--- src/sv/spg_pkg.sv ---
// Shared types and constants of the spectrum plot pixel generator.
`timescale 1ns / 1ps
`default_nettype none
package spg_pkg;

    localparam int MAG_W     = 32;
    localparam int COLOR_W   = 16;
    localparam int CFG_IDX_W = 4;
    localparam int CFG_DATA_W = 16;
    localparam int MUL_OP_W  = 33;
    localparam int MUL_PROD_W = 2 * MUL_OP_W;

    typedef logic signed [MUL_OP_W-1:0]   mul_op_t;
    typedef logic signed [MUL_PROD_W-1:0] mul_prod_t;

    typedef enum logic [CFG_IDX_W-1:0] {
        CFG_X_ZOOM_RECIP = 4'd0,
        CFG_X_PAN        = 4'd1,
        CFG_Y_ZOOM       = 4'd2,
        CFG_Y_PAN        = 4'd3,
        CFG_BG_COLOR     = 4'd4,
        CFG_GRID_COLOR   = 4'd5,
        CFG_TRACE1_COLOR = 4'd6,
        CFG_TRACE2_COLOR = 4'd7
    } cfg_idx_e;

    localparam logic [15:0] RST_X_ZOOM_RECIP = 16'd256;
    localparam logic [15:0] RST_Y_ZOOM       = 16'd256;
    localparam logic [15:0] RST_BG_COLOR     = 16'd0;
    localparam logic [15:0] RST_GRID_COLOR   = 16'd31727;
    localparam logic [15:0] RST_TRACE1_COLOR = 16'd2047;
    localparam logic [15:0] RST_TRACE2_COLOR = 16'd65504;

    localparam longint LOG_BIAS      = 64'sd1310720;
    localparam longint OCTAVE_DB_Q16 = 64'sd394566;
    localparam longint ROUND_HALF    = 64'sd8388608;
    localparam int     LEVEL_SHIFT   = 24;
    localparam int     LEVEL_FLOOR   = -15360;
    localparam int     LEVEL_HALF    = 7680;
    localparam int     LEVEL_SPAN    = 15360;
    localparam longint ROW_DEN       = 64'sd3932160;
    localparam int     ROW_DEN_SHIFT = 18;
    localparam int     DIV15_MAGIC   = 34953;
    localparam int     DIV15_SHIFT   = 19;

endpackage
`default_nettype wire

--- src/sv/spg_mul.sv ---
// Shared registered signed multiplier.
`timescale 1ns / 1ps
`default_nettype none
module spg_mul (
    input  wire logic              clk,
    input  wire spg_pkg::mul_op_t  op_a,
    input  wire spg_pkg::mul_op_t  op_b,
    output spg_pkg::mul_prod_t     prod
);
    import spg_pkg::*;

    always_ff @(posedge clk)
    begin
        prod <= MUL_PROD_W'(op_a) * MUL_PROD_W'(op_b);
    end

endmodule
`default_nettype wire

--- config.mk ---
export PLATFORM = sky130hd
export DESIGN_NAME = spg_mul
export DESIGN_NICKNAME = d
export VERILOG_FILES = /design/src/sv/spg_pkg.sv /design/src/sv/spg_mul.sv
export SDC_FILE = /design/constraint.sdc
export NUM_CORES = 2
export LEC_CHECK = 0
export BUFFER_PORTS_ARGS = -buffer_cell sky130_fd_sc_hd__buf_4
export CAP_MARGIN = 20
export CELL_PAD_IN_SITES_DETAIL_PLACEMENT = 1
export CELL_PAD_IN_SITES_GLOBAL_PLACEMENT = 2
export CORE_MARGIN = 2
export CORE_UTILIZATION = 38
export DETAILED_ROUTE_END_ITERATION = 10
export GPL_TIMING_DRIVEN = 0
export HOLD_SLACK_MARGIN = 0.03
export PLACE_DENSITY_LB_ADDON = 0.1
export SLEW_MARGIN = 20
export SYNTH_ARGS = -nofsm -noshare
export SYNTH_HDL_FRONTEND = slang
export SYNTH_SLANG_ARGS = --single-unit
--- constraint.sdc ---
create_clock -name clk -period 8.7 [get_ports clk]
set_clock_uncertainty 0.15 [all_clocks]
set_input_delay 0.87 -clock clk [delete_from_list [all_inputs] [get_ports clk]]
set_output_delay 0.87 -clock clk [all_outputs]
set_load 0.1 [all_outputs]
-- Word level (Yosys, flattened, before mapping)
Index checks and enable logic that the tools add are counted.
- bits in registers: 66
- bits of input ports: 67
- output and inout port bits: 66
- word-level logic and storage cells: 2
- $mul: 1
- operators with widths (cell ; number):
    $mul A33 B33 Y66 ; 1

-- Longest topological paths before layout
- word-level depth: 1
- gate-level depth with buffers: 27
- depth with buffers taken out: 26

-- Worst setup path after synthesis
Ideal clock, no wire load.
- path kind: input port to flip-flop
- start point: input port op_a[32]
- end point: register prod[62]
- setup time: 0.079 ns
- arrival time: 8.027 ns
- required time: 8.471 ns
- setup slack: 0.444 ns
- cell stages on the path: 23
- path buffers: 2
- cells stage by stage: clkbuf_1 nand2_1 inv_1 fa_1 fa_1 fa_1 fa_1 fa_1 fa_1 fa_1 inv_1 fa_1 inv_1 ha_1 clkbuf_1 and3_1 nand3_1 nand2b_1 a2111oi_4 a211oi_4 a21o_2 a21o_1 a211oi_2
- word-level cells in the longest chain between the ends: 1
- ends and longest elaborated chain (what ; line ; RTL):
    start, declared ; spg_mul.sv:6 ; input wire spg_pkg::mul_op_t op_a,
    $mul A33 B33 Y66 ; spg_mul.sv:14 ; prod <= MUL_PROD_W'(op_a) * MUL_PROD_W'(op_b);
    end signal, assigned ; spg_mul.sv:14 ;
    end, declared ; spg_mul.sv:8 ; output spg_pkg::mul_prod_t prod
No other way between the ends.

-- Worst setup path in the final report
- start point: input port op_a[17]
- end point: register prod[58]
Same word-level chain as after synthesis.

==> impl_metrics.csv <==
group,metric,value,unit
run_status,status,"complete, no violations",
layout,top_register,"prod",
clock_tree,htree_levels,3,
routing,vias,30050,
synth,synthArstFlopShare,0,
timing,worst_pin_slew,916.5,ps
floorplanning,core,106800,sq um
clock_tree,clock-root-buffer,"clkbuf_16",
clock_tree,cts-buffers-inserted,9,
clock_tree,clk_pin_slew,70,ps
global_route,grt_pass1_wl,241.3,mm
placed_design,hpwl,147.0,mm
worst_setup_path,required,8810,ps
synth,ys_seq_area_frac,0.03244,
synth,yosysTopAreaCell,"fa_1",
routing,wire_per_inst,27.71,um
clock_tree,cts_tree,"yes",
job,drv_cap,0,
synth,synth_ff_type,"dfxtp_1",
synth,syn_nets,5767,
placed_design,place_inst,5873,
timing,min_period_over_period,0.9887,
placed_design,postPlaceCellArea,43490,sq um
floorplanning,start_util,0.3816,
synth,yosys_register_bits,66,
layout,utilization,0.4136,
layout,stdcell_area,44150,sq um
synth,syn_inst,4338,
floorplanning,io_pins,133,
placed_design,routabilityCongestion,0.9776,
worst_setup_path,critical_path_arrival,8720,ps
timing,timing.hold.ws,632.2,ps
synth,syn-cell-area,40730,sq um
worst_setup_path,cp-start-kind,"input pin",
floorplanning,dieArea,109800,sq um
timing,max_slew_margin,0.3890,
min_path,hold_path_class,"in -> reg",
layout,reg_top3,"prod (66)",
min_path,min_to,"prod[0]$_DFF_P_",
layout,final_cells,5904,
min_path,hold_start,"op_a[0]",
timing,clock.fmax,116.3,MHz
synth,synth_top_area_frac,0.5627,
layout,area_delta_synth_final,8.395,%
routing,drtAntennaViolNets,0,
global_route,grt_antenna_before_repair,21,
global_route,grt_pass1_vias,33160,
timing,finalHoldViolations,0,
placed_design,numPortBuffers,132,
floorplanning,row_count,120,
synth,netlist-cell-type-count,80,
layout,layout-drive-gt1-share,0.08459,
worst_setup_path,cp_max_fo,10,
routing,drt_wl_total,163.6,mm
routing,drc,0,
min_path,hold_depth,2,
routing,dr.pass1.iters,5,
clock_tree,cts_hold_buf,0,
layout,finalNetCount,5917,
timing,fin_crit,8602,ps
routing,drt-vias-per-instance,5.089,
layout,largest_reg_flops,66,
clock_tree,numClockSinks,66,
synth,synth.area.top_cells,"fa_1 (56%), inv_1 (10%), and2_1 (8.6%)",
global_route,gr-usage-all-layers,0.3082,
timing,setup_violations,0,
global_route,grt_overflow,0,
synth,synth_edf_count,0,
worst_setup_path,criticalPathCategory,"in -> reg",
timing,grt_setup_unrepaired,"yes",
synth,syn_avg_cell_area,9.390,sq um
worst_setup_path,endpoint_kind,"flip-flop",
clock_tree,clk_path_buf_depth,2,
synth,yosys_warnings,0,
floorplanning,die_h,331.4,um
timing,drv_slew,0,
global_route,grt_max_degree,27,
routing,drt_iter0_markers,1716,
floorplanning,die_width,331.4,um
## timing repair
item | CTS | global route
endpoints found under the setup margin | 23 | 22
resized for setup | 99 | 142
setup buffers | 6 | 5
pin swaps | 3 | 2
## layout make-up
type / instances / area (sq um)
fillers: 12380 / 62600
multi-input cells: 2920 / 34390
inverters: 1131 / 4253
well taps: 1403 / 1755
flip-flops and latches: 66 / 1321
repair buffers: 143 / 1111
plain buffers: 217 / 1032
clock buffers: 9 / 225.2
clock inverters: 6 / 43.79
diodes: 9 / 22.52
## cells in the final DEF (no fill, tap or decap), drive strengths merged, types with 6 or more instances in the layout
| cell type | instances |
|---|---|
| and2 | 563 |
| diode | 9 |
| o21ai | 33 |
| xnor2 | 43 |
| buf | 160 |
| nand3 | 26 |
| inv | 1130 |
| a31oi | 9 |
| a21o | 38 |
| nand2 | 551 |
| dfxtp | 66 |
| nand2b | 12 |
| a211o | 6 |
| xor2 | 25 |
| nand4 | 12 |
| and3 | 6 |
| o31ai | 7 |
| nor2 | 68 |
| a21oi | 61 |
| o21a | 6 |
| ha | 217 |
| fa | 1145 |
| a211oi | 11 |
| nor3 | 7 |
| o21bai | 11 |
| clkbuf | 209 |
## worst max-delay path, cell delays in order
cell,delay [ps]
buf_4,160
clkbuf_2,290
and2_1,270
fa_1,530
inv_1,50
fa_1,590
fa_1,610
inv_1,60
fa_1,490
fa_2,740
fa_1,540
fa_1,520
inv_1,50
fa_1,480
inv_1,40
ha_1,260
buf_2,180
a21oi_2,280
o21ai_1,180
a311o_1,340
a31o_1,280
a211oi_4,290
buf_12,160
a21oi_2,90
nor4b_2,270
a311oi_1,80
## Yosys cell counts, drive strengths merged, types with 13 or more instances
cell type  number
fa           1145
inv          1131
and2          563
nand2         551
ha            217
clkbuf        208
nor2           68
dfxtp          66
a21oi          61
xnor2          43
a21o           38
o21ai          33
nand3          26
xor2           25
buf            13
## cells by family (layout without fill, tap and decap cells)
| kind of cell | Yosys count | in the layout | share of synthesized area |
|---|---|---|---|
| adders and majority gates | 1362 | 1362 | 0.6294 |
| DFF | 66 | 66 | 0.03244 |
| buffers and inverters | 1352 | 1506 | 0.1251 |
| AOI/OAI and AO/OA | 219 | 219 | 0.04067 |
| xor gates and xnor gates | 68 | 68 | 0.01462 |
| other | 0 | 9 | 0 |
| and+or+nand+nor | 1271 | 1271 | 0.1578 |
## stage by stage
stage | TNS, ps | worst slack, ps
final | 0 | 97.98
after global routing | -142.1 | -124.1
after CTS | 0 | 21.42
after detailed placement | -20090 | -1081
after global placement | -27910 | -1614
after floorplan | 0 | 443.6
## worst max path at each step
stage | from | depth (start not counted) | end | slack, ps
2_1_floorplan | op_a[32] | 23 | prod[62]$_DFF_P_ | 440
3_3_place_gp | op_a[32] | 24 | prod[58]$_DFF_P_ | -1610
3_5_place_dp | op_a[32] | 26 | prod[58]$_DFF_P_ | -1080
4_1_cts | op_a[26] | 24 | prod[64]$_DFF_P_ | 20
5_1_grt | op_a[32] | 25 | prod[58]$_DFF_P_ | -120
6_report | op_a[17] | 26 | prod[58]$_DFF_P_ | 100
## per-layer routing
layer  track usage  part of all wire  up-vias
met5             0           0.00051        -
met4        0.1129             0.042       14
met3       0.05285             0.059      262
met2        0.5008              0.47      844
met1        0.4143              0.42    16260
li1              -                 -    12670
Power is not shown: default switching activity piles up to over one toggle a cycle in this logic, so the estimate is an artifact.
